<file path="src/sv/bha_pkg.sv">
// Shared types, constants and helpers for the bitmap hole allocator.
`default_nettype none
package bha_pkg;

  localparam int MEM_BYTES = 4096;
  localparam int WORD_BITS = 32;
  localparam int ROWS      = MEM_BYTES / WORD_BITS;
  localparam int ROW_W     = $clog2(ROWS);
  localparam int OFF_W     = $clog2(WORD_BITS);
  localparam int CNT_W     = OFF_W + 1;
  localparam int ADDR_W    = 12;
  localparam int POS_W     = 13;

  localparam logic [1:0] ST_DONE    = 2'd0;
  localparam logic [1:0] ST_COMPACT = 2'd1;
  localparam logic [1:0] ST_OOM     = 2'd2;

  localparam logic [1:0] POL_BEST  = 2'd1;
  localparam logic [1:0] POL_WORST = 2'd2;

  localparam logic [1:0] REG_FIT_POLICY    = 2'd0;
  localparam logic [1:0] REG_RESERVED_SIZE = 2'd1;
  localparam logic [1:0] REG_MEM_SIZE      = 2'd2;

  typedef struct packed {
    logic              cmd;
    logic [POS_W-1:0]  length;
    logic [ADDR_W-1:0] start_address;
  } req_t;

  typedef struct packed {
    logic [1:0]        status;
    logic [ADDR_W-1:0] granted_base;
  } rsp_t;

  typedef struct packed {
    logic                 en;
    logic [ROW_W-1:0]     row;
    logic [WORD_BITS-1:0] data;
  } map_wr_t;

  // Low n bits set, n in 0..WORD_BITS.
  function automatic logic [WORD_BITS-1:0] thermo(input logic [CNT_W-1:0] n);
    logic [WORD_BITS-1:0] m;
    for (int i = 0; i < WORD_BITS; i++) begin
      m[i] = (CNT_W'(i) < n);
    end
    return m;
  endfunction

endpackage
`default_nettype wire

</file>
<file path="src/sv/bha_map.sv">
// Occupancy map storage: one word per row, row valid bits, registered read.
`default_nettype none
module bha_map (
  input  wire logic                          clk,
  input  wire logic                          rst,
  input  wire bha_pkg::map_wr_t              wr,
  input  wire logic [bha_pkg::ROW_W-1:0]     rd_row,
  output logic      [bha_pkg::WORD_BITS-1:0] rd_word
);
  import bha_pkg::*;

  logic [WORD_BITS-1:0] mem [ROWS];
  logic [ROWS-1:0]      row_valid;
  logic [WORD_BITS-1:0] rd_data;
  logic                 rd_ok;

  always_ff @(posedge clk) begin
    if (wr.en) begin
      mem[wr.row] <= wr.data;
    end
    rd_data <= mem[rd_row];
    rd_ok   <= row_valid[rd_row];
  end

  always_ff @(posedge clk) begin
    if (rst) begin
      row_valid <= '0;
    end else if (wr.en) begin
      row_valid[wr.row] <= 1'b1;
    end
  end

  assign rd_word = rd_ok ? rd_data : '0;

endmodule
`default_nettype wire

</file>
<file path="config.mk">
export PLATFORM = sky130hd
export DESIGN_NAME = bha_map
export DESIGN_NICKNAME = d
export VERILOG_FILES = /design/src/sv/bha_pkg.sv /design/src/sv/bha_map.sv
export SDC_FILE = /design/constraint.sdc
export NUM_CORES = 2
export LEC_CHECK = 0
export BUFFER_PORTS_ARGS = -buffer_cell sky130_fd_sc_hd__buf_2
export CAP_MARGIN = 20
export CORE_ASPECT_RATIO = 1.1
export CORE_MARGIN = 3
export CORE_UTILIZATION = 31
export CTS_CLUSTER_DIAMETER = 60
export CTS_CLUSTER_SIZE = 24
export DETAILED_ROUTE_END_ITERATION = 7
export PLACE_DENSITY_LB_ADDON = 0.3
export SLEW_MARGIN = 0
export SYNTH_ARGS = -nofsm -noshare
export SYNTH_HDL_FRONTEND = slang
export SYNTH_SLANG_ARGS = --single-unit
</file>
<file path="constraint.sdc">
create_clock -name clk -period 5.8 [get_ports clk]
set_input_delay 1.16 -clock clk [delete_from_list [all_inputs] [get_ports clk]]
set_output_delay 1.16 -clock clk [all_outputs]
set_load 0.03 [all_outputs]
</file>
; ---- Word level (Yosys, flattened, before mapping)
; Memories as Yosys holds them, arrays and structs flattened. A register that Yosys moved wholly into a read port is not among the register bits.
; Cells that the tools add are included.
; W data, S select, Z words.
[op_classes]
n_addsub = 0
n_mul = 0
div_mod_pow = 0
magnitude_cmp = 3
n_eq_ne = 0
n_shift = 0
mux = 7
bitwise_logic = 1
reduce_logical = 1
[op_table]
columns = cell, count
row1 = $or A128 B128 Y128, 1
row2 = $mux W32, 1
row3 = $lt A7 B8 Y1 const B, 2
row4 = $bmux W1 S7, 1
row5 = $demux W1 S7, 1
row6 = $ge A7 B1 Y1 const B, 1
row7 = $mux W1, 4
row8 = $logic_and A1 B1 Y1, 1
[totals]
ff_bits = 129
latchBits = 0
mem_bits_rw = 4096
romBits = 0
in_bits = 49
out_inout_bits = 32
elab_cells = 15
mem_count = 1
[mem_list]
columns = name, words, word_bits, rd, rd_ports_with_merged_regs, write_ports, line_no
row1 = mem, 128, 32, 1, 1, 1, bha_map.sv:12  ; logic [WORD_BITS-1:0] mem [ROWS];

; ---- Logic depth before layout (Yosys ltp)
[logic_depth]
word_depth = 5
mapped_depth = 8
ltp_nobuf = 4

; ---- Worst setup path after synthesis
; No wires, ideal clock.
[synth_path]
path_kind = input port to flip-flop
startpoint = input port wr[37] (netlist bit)
endpoint = memory mem[16][0] (enable)
setup_ns = 0.423
arrival_ns = 3.538
required_time_ns = 5.377
setup_slack_ns = 1.840
stages = 4
n_path_buf = 2
path_cell_list = clkbuf_1 > or4b_2 > clkbuf_1 > nor2_1
[synth_lines]
columns = element, line_no
row1 = "start, declared", bha_map.sv:6  ; input wire bha_pkg::map_wr_t wr,
row2 = "end, declared", bha_map.sv:12
; Straight into the memory's write port.

; ---- Worst setup path after layout
[layout_path]
startpoint = register rd_ok
endpoint = output port rd_word[26] (netlist bit)
[layout_via]
elab_chain_len = 1
[layout_rtl]
columns = element, line_no
row1 = "start, declared", bha_map.sv:15  ; logic rd_ok;
row2 = "start signal, assigned", bha_map.sv:22  ; rd_ok <= row_valid[rd_row];
row3 = $mux W32, bha_map.sv:33  ; assign rd_word = rd_ok ? rd_data : '0;
row4 = "end, declared", bha_map.sv:8  ; output logic [bha_pkg::WORD_BITS-1:0] rd_word
; Every way passes these cells.

==> metrics.txt <==
Clock Skews=0.0556 ns; synth top area cells=edfxtp_1 (76%), mux4_2 (19%), dfxtp_1 (2.0%), nor2_1 (0.84%), clkbuf_1 (0.50%); Clock H-tree levels=5; RSZ-0062 raised after global routing=no; Post-CTS Setup Inserts=0; crit path DAT=3.05 ns; crit path max fanout=20; Die Footprint=0.529 mm^2; Post-CTS Hold Buffers=0; root buf cell=clkbuf_16; DRT iter0 DRCs=10000; max cap viols=0; top cell type's share of synthesized area=76.2%; commonest non-fill, non-tap cell in the layout=edfxtp_1; post-cts resize count=0; CP Class=register to primary output; CP required=4.64 ns; Worst VDD drop=0.216 mV; Die H=763 um; CTS tree=yes; Worst-Skew Late Latency=0.95 ns; worst path cell trace=buf_4, and2_1, buf_2; Final Hold Violating Endpoints=0; r2r setup slk=3.09 ns; register area share after synthesis=78.2%; row cnt=277; setup tns final=0 ns; Least-Margin Pin Slew=1.39 ns; DR vias/cell=5.33; # IOs=81; Min Clock Period, post-route=4.21 ns; Syn Area/Cell=24.8 um^2; Mapped Cells=6500; most frequent cells in the layout=edfxtp_1 (4096), mux4_2 (1386), clkbuf_16 (287); Power Total=58600 uW; Critical Path Source Type=register; status=finished, final reports clean; # clock sinks=4257; Port Buffer Count=80; WL final=466000 um; Slew HR=7.24%; Filler Cell Count=47100; Pre-Repair DR Iteration Count=5; Max Slew Vio Count=0; CTS clk-pin slew, worst paths=0.09 ns; Area after DPL=0.173 mm^2; Detail Route Antenna Nets=0; Seq cells post-synth=4257; area grow syn2layout=13.4%; Async S/R FF share, synth=0%; HP Class=register to register; yosys warns=0; syn_nets=6549; power per cell area=320 mW/mm^2; initial antenna violation count=72; first-pass GRT wire length=639000 um; Vias=74200; r2r endpoint=rd_data[2]; ys flop type=edfxtp_1; worst-case clock buffer depth=4; Worst setup EP type=primary output; DRC=0; # nets final=6870; Starting Density=31.2%; r2r worst-path depth=4; crit path max-delay cell type=dfxtp_1; Post-synth EDFFs=4096; vias in the first global route=75300; routability cong.=0.778; Core Box Area=0.518 mm^2; dominant cell type by area after synthesis=edfxtp_1; largest net degree at the start of global routing=107; fmax=237 MHz; Post-DP HPWL=267000 um; Final Cell Area=0.183 mm^2; Total Routing Usage GR=17.3%; Yosys cell types=30; critical path launch point=rd_ok; R2R Path Start=mem[21][2]; total congestion overflow=0; cell area after synthesis=0.161 mm^2; CP peak stage delay=0.92 ns; setup violators final=0; static leakage=0.0547 uW; Die W=694 um; share of cells above drive strength 1=34.4%; Worst Setup EP=rd_word[26]; CTS Buf Count=281; routed len/inst=33.5 um; Final period util=72.7%
cells by family (layout without fill, tap and decap cells):
family	count (synthesis)	after routing	synth area share (%)
AOI/OAI and AO/OA	25	25	0.0807
buffers and inverters	359	903	0.914
DFF	4257	4257	78.2
muxes	1419	1419	19.6
other	0	46	0
and+or+nand+nor	440	440	1.19
metrics by stage:
step / worst slack, ns / instances / utilization [%] / hold WS, ns
2_1_floorplan: 1.84 / 6500 / - / 0.431
3_3_place_gp: 1.04 / 13400 / 33.5 / 0.446
3_5_place_dp: 1.05 / 13400 / 33.5 / 0.453
4_1_cts: 1.46 / 13900 / 35.3 / 0.472
5_1_grt: 1.34 / 13900 / 35.3 / 0.492
6_report: 1.59 / 13900 / 35.3 / 0.474
critical path, delay by kind of cell, from the launching register on:
kind,cells,cell delay (ns)
and+or+nand+nor,1,0.49
buffers and inverters,2,0.68
DFF,1,0.92
synthesized netlist by cell type, types with 6 or more instances:
cell and instances:
nand4b_1 7, nor2_1 360, clkbuf_1 217, nand4bb_1 6, edfxtp_1 4096, and2_1 33, dfxtp_1 161, a21oi_1 24
buf_2 93, mux2_2 33, mux4_2 1386, buf_1 47
how the worst min path moves through the flow:
stage | cells after the start | slack (ns) | endpoint | from
final | 2 | 0.47 | row_valid[77] | row_valid[77]
after global routing | 2 | 0.49 | row_valid[78] | row_valid[78]
after CTS | 2 | 0.47 | row_valid[77] | row_valid[77]
after detailed placement | 2 | 0.45 | row_valid[77] | row_valid[77]
after global placement | 2 | 0.45 | row_valid[85] | row_valid[85]
after floorplan | 2 | 0.43 | row_valid[100] | row_valid[100]
state kept, by name, summed over array words and instances (netlist names):
signal / cells
rd_data: 32
mem: 4096
row_valid: 128
rd_ok: 1
metal layers:
layer,routed length [um],vias to the layer above,GRT usage [%]
li1,-,28700,-
met1,191000,42000,24.0
met2,229000,3026,28.6
met3,35900,471,3.15
met4,10500,42,3.84
met5,235,-,0
layout make-up:
cell class,count,area (um^2),area share (%)
sequential,4257,126000,69.0
multi-input combinational,1884,34600,18.9
tap,6835,8550,4.67
clock buffer,315,7330,4.00
timing repair buffer,397,3970,2.17
clock inverter,191,2200,1.20
antenna,46,115,0.0629
power by group:
part / leakage (uW) / internal, uW / switching (uW)
clock network: 0.00459 / 10100 / 11400
logic: 0.0120 / 1230 / 2010
registers: 0.0381 / 33800 / 150
(Power assumes the default switching activity.)
